File: src/sv/pps_pkg.sv
`default_nettype none
// ----------------------------------------------------------------------------
// pps_pkg
// Shared types and constants of the preemptive priority scheduler.
// ----------------------------------------------------------------------------
package pps_pkg;

  localparam int TIME_W = 16;
  localparam logic [TIME_W-1:0] TIME_MAX = '1;

  // operation codes
  localparam logic [1:0] OP_LOAD  = 2'd0;
  localparam logic [1:0] OP_TICK  = 2'd1;
  localparam logic [1:0] OP_CLEAR = 2'd2;

  typedef struct packed {
    logic [1:0]  operation;
    logic [3:0]  slot;
    logic [7:0]  task_id;
    logic [7:0]  priority_req;
    logic [15:0] arrival_time;
    logic [15:0] burst_time;
  } item_t;

  typedef struct packed {
    logic [7:0]  running_id;
    logic        idle;
    logic        first_run;
    logic        finished;
    logic [15:0] completion_time;
    logic [15:0] turnaround;
    logic [15:0] waiting;
    logic [15:0] response;
    logic [15:0] time_now;
    logic [15:0] idle_total;
    logic        all_done;
  } result_t;

  // one task table row as held in RAM
  typedef struct packed {
    logic [7:0]  id;
    logic [7:0]  prio;
    logic [15:0] arrival;
    logic [15:0] burst;
    logic [15:0] remaining;
    logic [15:0] start;
  } entry_t;

  typedef enum logic [2:0] {
    ST_IDLE,
    ST_SCAN,
    ST_DRAIN,
    ST_UPDATE,
    ST_FINISH,
    ST_EMIT
  } state_t;

  typedef struct packed {
    logic load;
    logic clear;
    logic tick_start;
    logic scan_rd;
    logic update;
    logic finish;
    logic emit;
  } cmd_t;

  typedef struct packed {
    logic scan_last;
    logic out_busy;
  } status_t;

endpackage
`default_nettype wire

File: src/sv/priority_preemptive_scheduler.sv
`default_nettype none
// ----------------------------------------------------------------------------
// priority_preemptive_scheduler
// Preemptive priority scheduler over a table of SLOTS tasks, one tick a word.
// ----------------------------------------------------------------------------
// Load, clear and unknown words are taken while idle and give no result. A
// tick word closes the input until its result sits in the output register:
// the task table lives in a single-port-read RAM, and the search for the
// best ready task reads one slot a cycle, followed by a pipeline drain state,
// an update of the served entry and the clocks, a state that forms turnaround
// and response, and the load of the result. A result waiting to be taken holds
// the block before the next word only when a second tick result is ready;
// loads and clears still go in meanwhile.
module priority_preemptive_scheduler #(
  parameter int SLOTS = 16
) (
  input  logic             clk,
  input  logic             rst,
  input  logic             item_valid,
  output logic             item_ready,
  input  pps_pkg::item_t   item,
  output logic             result_valid,
  input  logic             result_ready,
  output pps_pkg::result_t result
);

  import pps_pkg::*;

  cmd_t    cmd;
  status_t status;

  pps_ctrl u_ctrl (
    .clk        (clk),
    .rst        (rst),
    .item_valid (item_valid),
    .operation  (item.operation),
    .item_ready (item_ready),
    .status     (status),
    .cmd        (cmd)
  );

  pps_datapath #(
    .SLOTS (SLOTS)
  ) u_datapath (
    .clk          (clk),
    .rst          (rst),
    .cmd          (cmd),
    .status       (status),
    .item         (item),
    .result_valid (result_valid),
    .result_ready (result_ready),
    .result       (result)
  );

  // no word is taken while the table is being scanned
  assert property (@(posedge clk) disable iff (rst) !(item_ready && cmd.scan_rd))
    else $error("word accepted during table scan");

  // a tick closes the input until its result is out
  assert property (@(posedge clk) disable iff (rst)
    (item_valid && item_ready && item.operation == OP_TICK) |=> !item_ready)
    else $error("input reopened during tick");

  // loading the result register raises result_valid
  assert property (@(posedge clk) disable iff (rst) cmd.emit |=> result_valid)
    else $error("result not presented after emit");

endmodule
`default_nettype wire

File: src/sv/pps_ram.sv
`default_nettype none
// ----------------------------------------------------------------------------
// pps_ram
// Generic single-write, single-read RAM with registered read data.
// ----------------------------------------------------------------------------
module pps_ram #(
  parameter int WIDTH = 8,
  parameter int DEPTH = 16
) (
  input  logic                     clk,
  input  logic                     wr_en,
  input  logic [$clog2(DEPTH)-1:0] wr_addr,
  input  logic [WIDTH-1:0]         wr_data,
  input  logic                     rd_en,
  input  logic [$clog2(DEPTH)-1:0] rd_addr,
  output logic [WIDTH-1:0]         rd_data
);

  logic [WIDTH-1:0] mem [DEPTH];

  always_ff @(posedge clk) begin
    if (wr_en) begin
      mem[wr_addr] <= wr_data;
    end
    if (rd_en) begin
      rd_data <= mem[rd_addr];
    end
  end

endmodule
`default_nettype wire

File: src/sv/pps_ctrl.sv
`default_nettype none
// ----------------------------------------------------------------------------
// pps_ctrl
// Sequencer: accepts words, walks the table scan, update and result hand-off.
// ----------------------------------------------------------------------------
module pps_ctrl (
  input  logic             clk,
  input  logic             rst,
  input  logic             item_valid,
  input  logic [1:0]       operation,
  output logic             item_ready,
  input  pps_pkg::status_t status,
  output pps_pkg::cmd_t    cmd
);

  import pps_pkg::*;

  state_t state;
  state_t state_next;
  logic   accept;

  assign accept = item_valid && (state == ST_IDLE);

  always_ff @(posedge clk) begin
    if (rst) begin
      state <= ST_IDLE;
    end else begin
      state <= state_next;
    end
  end

  always_comb begin
    state_next = state;
    case (state)
      ST_IDLE: begin
        if (accept && operation == OP_TICK) begin
          state_next = ST_SCAN;
        end
      end
      ST_SCAN: begin
        if (status.scan_last) begin
          state_next = ST_DRAIN;
        end
      end
      ST_DRAIN:  state_next = ST_UPDATE;
      ST_UPDATE: state_next = ST_FINISH;
      ST_FINISH: state_next = ST_EMIT;
      ST_EMIT: begin
        if (!status.out_busy) begin
          state_next = ST_IDLE;
        end
      end
      default:   state_next = ST_IDLE;
    endcase
  end

  always_comb begin
    item_ready     = (state == ST_IDLE);
    cmd            = '0;
    cmd.load       = accept && operation == OP_LOAD;
    cmd.clear      = accept && operation == OP_CLEAR;
    cmd.tick_start = accept && operation == OP_TICK;
    cmd.scan_rd    = (state == ST_SCAN);
    cmd.update     = (state == ST_UPDATE);
    cmd.finish     = (state == ST_FINISH);
    cmd.emit       = (state == ST_EMIT) && !status.out_busy;
  end

endmodule
`default_nettype wire

File: src/sv/pps_datapath.sv
`default_nettype none
// ----------------------------------------------------------------------------
// pps_datapath
// Task table, best-candidate search, time counters and result register.
// ----------------------------------------------------------------------------
module pps_datapath #(
  parameter int SLOTS = 16
) (
  input  logic             clk,
  input  logic             rst,
  input  pps_pkg::cmd_t    cmd,
  output pps_pkg::status_t status,
  input  pps_pkg::item_t   item,
  output logic             result_valid,
  input  logic             result_ready,
  output pps_pkg::result_t result
);

  import pps_pkg::*;

  localparam int IDX_W = $clog2(SLOTS);
  localparam int CNT_W = $clog2(SLOTS + 1);
  localparam logic [IDX_W-1:0] LAST_IDX = IDX_W'(SLOTS - 1);

  // table flags and counters
  logic [SLOTS-1:0]  valid_bits;
  logic [SLOTS-1:0]  done_bits;
  logic [CNT_W-1:0]  pending;
  logic [TIME_W-1:0] cur_time;
  logic [TIME_W-1:0] idle_cnt;

  // scan
  logic [IDX_W-1:0]  scan_idx;
  logic              cmp_en;
  logic [IDX_W-1:0]  cmp_idx;
  logic              best_found;
  logic [IDX_W-1:0]  best_idx;
  entry_t            best;

  // per-tick partial results
  logic [7:0]        res_id;
  logic              res_idle;
  logic              res_first;
  logic              res_fin;
  logic [TIME_W-1:0] res_start;
  logic [TIME_W-1:0] res_tat;
  logic [TIME_W-1:0] res_resp;

  // RAM ports
  logic              wr_en;
  logic [IDX_W-1:0]  wr_addr;
  entry_t            wr_data;
  entry_t            rd_data;

  logic              slot_ok;
  logic [IDX_W-1:0]  load_addr;
  logic              old_pend;
  logic              new_pend;
  logic              cand_ready;
  logic              cand_better;
  logic              first;
  logic [TIME_W-1:0] start_eff;
  logic [TIME_W-1:0] rem_new;
  logic [TIME_W-1:0] time_inc;
  logic [TIME_W-1:0] wait_t;

  assign slot_ok   = int'(item.slot) < SLOTS;
  assign load_addr = IDX_W'(item.slot);
  assign old_pend  = valid_bits[load_addr] && !done_bits[load_addr];
  assign new_pend  = (item.burst_time != '0);

  assign first     = (best.remaining == best.burst);
  assign start_eff = first ? cur_time : best.start;
  assign rem_new   = best.remaining - TIME_W'(1);
  assign time_inc  = (cur_time == TIME_MAX) ? cur_time : cur_time + TIME_W'(1);

  // a waiting time cut short by time saturation floors at zero
  assign wait_t = (res_tat >= best.burst) ? res_tat - best.burst : '0;

  assign cand_ready = cmp_en && valid_bits[cmp_idx] && !done_bits[cmp_idx] &&
                      (rd_data.arrival <= cur_time);
  assign cand_better = !best_found || (rd_data.prio > best.prio) ||
                       ((rd_data.prio == best.prio) && (rd_data.arrival < best.arrival));

  assign status.scan_last = (scan_idx == LAST_IDX);
  assign status.out_busy  = result_valid && !result_ready;

  always_comb begin
    wr_en   = 1'b0;
    wr_addr = load_addr;
    wr_data = best;
    if (cmd.load) begin
      wr_en             = slot_ok;
      wr_data.id        = item.task_id;
      wr_data.prio      = item.priority_req;
      wr_data.arrival   = item.arrival_time;
      wr_data.burst     = item.burst_time;
      wr_data.remaining = item.burst_time;
      wr_data.start     = '0;
    end else if (cmd.update) begin
      wr_en             = best_found;
      wr_addr           = best_idx;
      wr_data.remaining = rem_new;
      wr_data.start     = start_eff;
    end
  end

  pps_ram #(
    .WIDTH ($bits(entry_t)),
    .DEPTH (SLOTS)
  ) u_table (
    .clk     (clk),
    .wr_en   (wr_en),
    .wr_addr (wr_addr),
    .wr_data (wr_data),
    .rd_en   (cmd.scan_rd),
    .rd_addr (scan_idx),
    .rd_data (rd_data)
  );

  // control state
  always_ff @(posedge clk) begin
    if (rst || cmd.clear) begin
      valid_bits <= '0;
      done_bits  <= '0;
      pending    <= '0;
      cur_time   <= '0;
      idle_cnt   <= '0;
    end else if (cmd.load) begin
      if (slot_ok) begin
        valid_bits[load_addr] <= 1'b1;
        done_bits[load_addr]  <= !new_pend;
        pending <= pending - CNT_W'(old_pend) + CNT_W'(new_pend);
      end
    end else if (cmd.update) begin
      cur_time <= time_inc;
      if (best_found) begin
        if (rem_new == '0) begin
          done_bits[best_idx] <= 1'b1;
          pending             <= pending - CNT_W'(1);
        end
      end else if (idle_cnt != TIME_MAX) begin
        idle_cnt <= idle_cnt + TIME_W'(1);
      end
    end
  end

  always_ff @(posedge clk) begin
    if (rst) begin
      scan_idx     <= '0;
      cmp_en       <= 1'b0;
      best_found   <= 1'b0;
      result_valid <= 1'b0;
    end else begin
      cmp_en <= cmd.scan_rd;
      if (cmd.tick_start) begin
        scan_idx   <= '0;
        best_found <= 1'b0;
      end else if (cmd.scan_rd) begin
        scan_idx <= scan_idx + IDX_W'(1);
      end
      if (cand_ready && cand_better) begin
        best_found <= 1'b1;
      end
      if (cmd.emit) begin
        result_valid <= 1'b1;
      end else if (result_ready) begin
        result_valid <= 1'b0;
      end
    end
  end

  // payload
  always_ff @(posedge clk) begin
    cmp_idx <= scan_idx;
    if (cand_ready && cand_better) begin
      best     <= rd_data;
      best_idx <= cmp_idx;
    end
    if (cmd.update) begin
      res_idle  <= !best_found;
      res_id    <= best_found ? best.id : '0;
      res_first <= best_found && first;
      res_fin   <= best_found && (rem_new == '0);
      res_start <= start_eff;
    end
    if (cmd.finish) begin
      res_tat  <= cur_time - best.arrival;
      res_resp <= res_start - best.arrival;
    end
    if (cmd.emit) begin
      result.running_id      <= res_id;
      result.idle            <= res_idle;
      result.first_run       <= res_first;
      result.finished        <= res_fin;
      result.completion_time <= res_fin ? cur_time : '0;
      result.turnaround      <= res_fin ? res_tat : '0;
      result.waiting         <= res_fin ? wait_t : '0;
      result.response        <= res_fin ? res_resp : '0;
      result.time_now        <= cur_time;
      result.idle_total      <= idle_cnt;
      result.all_done        <= (pending == '0);
    end
  end

endmodule
`default_nettype wire
File: config.mk
export PLATFORM = sky130hd
export DESIGN_NAME = priority_preemptive_scheduler
export DESIGN_NICKNAME = d
export VERILOG_FILES = /design/src/sv/pps_pkg.sv /design/src/sv/priority_preemptive_scheduler.sv /design/src/sv/pps_ram.sv /design/src/sv/pps_ctrl.sv /design/src/sv/pps_datapath.sv
export SDC_FILE = /design/constraint.sdc
export NUM_CORES = 2
export LEC_CHECK = 0
export BUFFER_PORTS_ARGS = -buffer_cell sky130_fd_sc_hd__buf_2
export CAP_MARGIN = 20
export CORE_MARGIN = 4
export CORE_UTILIZATION = 60
export DETAILED_ROUTE_END_ITERATION = 10
export PLACE_DENSITY = 0.76
export REMOVE_ABC_BUFFERS = 1
export SYNTH_ARGS = -nofsm -noshare
export SYNTH_HDL_FRONTEND = slang
export SYNTH_HIERARCHICAL = 1
export SYNTH_SLANG_ARGS = --single-unit
File: constraint.sdc
create_clock -name clk -period 17.94 [get_ports clk]
set_clock_uncertainty 0.05 [all_clocks]
set_input_delay 1.794 -clock clk [delete_from_list [all_inputs] [get_ports clk]]
set_output_delay 1.794 -clock clk [all_outputs]
set_load 0.005 [all_outputs]
# == Yosys cells after proc, flatten, opt, wreduce, memory -nomap -nowiden ==
# Memories as Yosys holds them, arrays and structs flattened. A register that Yosys moved wholly into a read port is not among the register bits.
# Index checks and enable logic that the tools add are counted.
# op_classes
add_sub_neg,10
mul,0
div_mod_pow,0
n_lt_le_gt_ge,9
eq_ne,15
shift,0
n_mux,39
n_bitwise,5
n_reduce_logical,41
# op_table
cell,n
2-to-1 mux 16 bit,5
2-to-1 mux 32 bit,2
2-to-1 mux 48 bit,1
subtractor 16 bit,3
adder 16 x 1 -> 16 bit (second input constant),2
OR 16 bit,2
2-to-1 mux 5 bit,4
one-hot mux 3 bit (6 select lines),1
binary-select mux 1 bit (select 4 bit),4
bitwise mux 16 bit,1
equality test 16 bit,1
equality test 16 bit (second input constant),1
greater-or-equal comparator 16 bit,1
<= comparator 16 bit,1
logical AND 1 bit,16
zero test 16 bit,1
< comparator 16 bit,1
inequality test 16 bit (second input constant),1
nonzero test 16 bit,1
subtractor 16 x 1 -> 16 bit (second input constant),1
< comparator 4 x 5 -> 1 bit (second input constant),3
2-to-1 mux 1 bit,14
nonzero test 2 bit,5
2-to-1 mux 3 bit,3
other kinds (27),44
# word_totals
regBits,334
latch_bits,0
ram_bits,1280
rom_bits,0
inputBits,58
output_inout_bits,110
wordCells,156
mem_count,1
# memory_table
memory,depth,word_bits,rd,rd_ports_with_merged_regs,write_ports,line_no,text
u_datapath.u_table.mem,16,80,1,1,1,pps_ram.sv:19,logic [WIDTH-1:0] mem [DEPTH];

# == Logic depth before layout (Yosys ltp) ==
# logic_depth
ltp_word,9
mapped_depth,20
depth_no_buf,18

# == Hierarchy ==
# The synthesis kept the hierarchy.
# by_module_without_submodules
module,n_inst,cells_each,area_per_inst_um2
pps_ram,1,2054,50223.2
pps_datapath,1,1532,16829.9
pps_ctrl,1,27,220.2

# == Least setup slack after synthesis ==
# OpenSTA, ideal clock, no wires.
# synth_timing
kind,input to register
startpoint,input port item[52] (netlist bit)
endpoint,"memory u_datapath/u_table/mem[0][0] (netlist bit), enable pin"
setup_ns,0.617
arrival_time_ns,8.830
t_required_ns,17.273
path_slack_ns,8.443
stages,7
cell_sequence,nor4b_2 -> clkbuf_1 -> clkbuf_1 -> a21oi_1 -> inv_1 -> or3b_2 -> nor3_1
# synth_via
elab_chain_cells,5
word_cells_on_any_way,6
cone_classes,mux: 4; reduce/logical: 2
# synth_lines
item,line_no,text
start: declaration,priority_preemptive_scheduler.sv:21,"input pps_pkg::item_t item,"
zero test 2 bit,pps_ctrl.sv:60,cmd.load = accept && operation == OP_LOAD;
logical AND 1 bit,pps_ctrl.sv:60,
2-to-1 mux 1 bit,pps_datapath.sv:92,if (cmd.load) begin
named net u_datapath.wr_en,pps_datapath.sv:50,logic wr_en;
2-to-1 mux 1 bit,pps_ram.sv:22,if (wr_en) begin
2-to-1 mux 1 bit (not written as such),pps_ram.sv:23,mem[wr_addr] <= wr_data;
end: declaration,pps_ram.sv:19,
# The timed path passes the listed nets, and every way through them passes these cells.

==> flow_summary.json <==
{
  "yosys_register_bits": 1694,
  "gp_congestion": 0.870,
  "placedInstanceArea_um2": 70200,
  "synth_cells": 3613,
  "viasPerCell": 6.56,
  "critPathKind": "primary input to register",
  "final.setup.tns_ns": 0,
  "dp_slack_ns": 11.68,
  "regToRegEndpoint": "u_datapath/u_table/mem[14][23]",
  "arrival_ns": 5.78,
  "period_minus_slack_ns": 5.48,
  "wirelength_um": 166000,
  "grt_use_total": 0.286,
  "synth_area_leaders": "edfxtp_1 (72%), mux4_2 (11%), dfxtp_1 (2.5%)",
  "cp-end-kind": "register",
  "vdd_drop_max_v": 0.0000928,
  "fin_area_um2": 75700,
  "synth-edff-count": 1611,
  "drt_iter0_drc": 5256,
  "std_cell_rows": 122,
  "antenna_found_initial": 10,
  "final_nets": 4060,
  "cts.sinks": 1694,
  "finalSetupViolations": 0,
  "relSlewSlack": 0.243,
  "yosysSeqAreaShare": 0.744,
  "area.growth.synth_to_final_pct": 12.5,
  "routedWlPerCell_um": 30.1,
  "start_util": 0.606,
  "synth_top_area_cell": "edfxtp_1",
  "ctsResizeCount": 0,
  "cts_root_buf": "clkbuf_16",
  "cts_buffer_depth": 3,
  "tightest_slew_ns": 1.14,
  "ys_warn_count": 6,
  "rsz0062_at_grt": "no",
  "clock_latency_ns": 0.78,
  "crit_required_ns": 18.24,
  "syn_area_per_cell_um2": 18.6,
  "finalHoldViolations": 0,
  "htree_levels": 4,
  "die_y_um": 343,
  "ioPinCount": 168,
  "core_um2": 111000,
  "mostFrequentLayoutCells": "edfxtp_1 (1611), mux4_2 (323), nand2_1 (184), buf_2 (169), clkbuf_16 (168)",
  "grt_max_degree": 156,
  "rrSetupSlack_ns": 12.83,
  "yosysUniqueCellTypes": 76,
  "hold_path.class": "register to register",
  "synthArstFlopShare": 0,
  "power_density_nw_per_um2": 105,
  "ant_nets": 0,
  "leakage_uw": 0.0244,
  "die_x_um": 343,
  "start_kind": "primary input",
  "die_area_um2": 118000,
  "endpoint": "u_datapath/u_table/mem[14][23]",
  "fin_util": 0.682,
  "place_hpwl_um": 93800,
  "yosysTopAreaCellShare": 0.719,
  "synth_flop_cell": "edfxtp_1",
  "regToRegStartpoint": "u_ctrl/state[0]",
  "status": "finished, final reports clean",
  "cts_tree": "yes",
  "via_count": 36300,
  "drv_slew": 0,
  "drive_above_1_share": 0.222,
  "drtPass1Iterations": 8,
  "mostFrequentLayoutCell": "edfxtp_1",
  "port_buffers": 167,
  "post-route-drc-count": 0,
  "hp-start": "u_datapath/u_table/rd_data[72]",
  "crit_start": "item_valid",
  "max_freq_mhz": 182,
  "postCtsSetupBuffers": 0,
  "synthesis.area_um2": 67300,
  "cts_hold_buf": 0,
  "period_share": 0.306,
  "grt_pass1_wl_um": 243000,
  "drv_cap": 0,
  "first_global_vias": 36100,
  "numCtsBuffers": 166,
  "clk_pin_slew_worst_paths_ns": 0.06,
  "fin_ws_ns": 12.46,
  "grt_overflow": 0,
  "reg2reg_depth": 8,
  "path_max_fanout": 59
}
[metrics by stage]
step           hold WS [ns]  std cells  total power, µW
2_1_floorplan         0.347       3450             4600
3_3_place_gp          0.351       5203             4610
3_5_place_dp          0.355       5209             4610
4_1_cts               0.360       5511             7980
5_1_grt               0.366       5521             8180
6_report              0.366       5530             7940
[synth_stat cells, types with 5 or more instances]
master,instances
mux2_2,16
nand3b_1,10
xor2_1,51
and4_1,8
nand2b_1,15
nor3b_1,13
o22ai_1,5
a211oi_1,8
nor2_1,164
buf_6,17
edfxtp_1,1611
or3_1,8
nor2b_1,30
o211a_1,5
nor3_1,43
buf_4,5
buf_2,27
nor4_1,15
a21oi_1,71
a31oi_1,11
a21o_1,13
nand4_1,30
mux2i_1,33
buf_1,29
dfxtp_1,83
nand3_1,28
ha_1,99
nand2_1,184
o21ai_0,104
and3_1,10
a22oi_1,160
o21a_1,15
inv_1,104
and2_1,58
mux4_2,323
xnor2_1,49
clkbuf_1,85
[sequential cells by signal, summed over array words and instances (netlist names), 80 cells and up]
name,flops
u_datapath/u_table/mem,1280
u_datapath/result,108
u_datapath/best,80
u_datapath/u_table/rd_data,80
[cell type report]
type	instances	area (µm²)
Fill cell	6830	35300
Multi-Input combinational cell	1651	16200
Sequential cell	1694	50000
Antenna cell	9	22.5
Clock inverter	101	990
Inverter	105	398
Clock buffer	201	4340
Tap cell	1488	1860
Timing Repair Buffer	281	1800
[power breakdown]
group | total [µW] | internal, µW | switching (µW)
combinational | 207 | 84.7 | 122
clock | 3410 | 1930 | 1480
sequential | 4330 | 4320 | 10.3
[kinds of logic (layout without fill, tap and decap cells)]
| logic type | count (synthesis) | count (layout) | share of synthesized area |
|---|---|---|---|
| buf+inv | 268 | 688 | 0.0177 |
| xor+xnor | 100 | 100 | 0.0130 |
| flops | 1694 | 1694 | 0.744 |
| compound gates | 434 | 434 | 0.0425 |
| fa+ha+maj | 103 | 103 | 0.0196 |
| mux | 372 | 372 | 0.116 |
| other cells | 0 | 9 | 0 |
| simple gates | 642 | 642 | 0.0477 |
[metal layers]
| layer | GRT usage | wire [µm] |
|---|---|---|
| met3 | 0.0666 | 20300 |
| met2 | 0.442 | 78500 |
| met4 | 0.0817 | 4320 |
| met5 | 0 | 29 |
| met1 | 0.416 | 63200 |
[worst min-delay path by stage]
stage / end / cells past startpoint / slack, ns
6_report: u_datapath/best[72] / 0 / 0.37
5_1_grt: u_datapath/best[1] / 0 / 0.37
4_1_cts: u_datapath/best[1] / 0 / 0.36
3_5_place_dp: u_datapath/best[0] / 0 / 0.35
3_3_place_gp: u_datapath/best[16] / 0 / 0.35
2_1_floorplan: u_datapath/cmp_idx[3] / 0 / 0.35
[worst max-delay path, cell delays in order]
cell      delay, ns
buf_2          0.11
nor4b_4        0.12
buf_4          0.28
nor2b_1        0.68
mux2_2         0.50
nand2b_1       0.36
nor2_4         0.86
buf_4          1.02
Note: power is estimated with default switching activity, not from simulation.
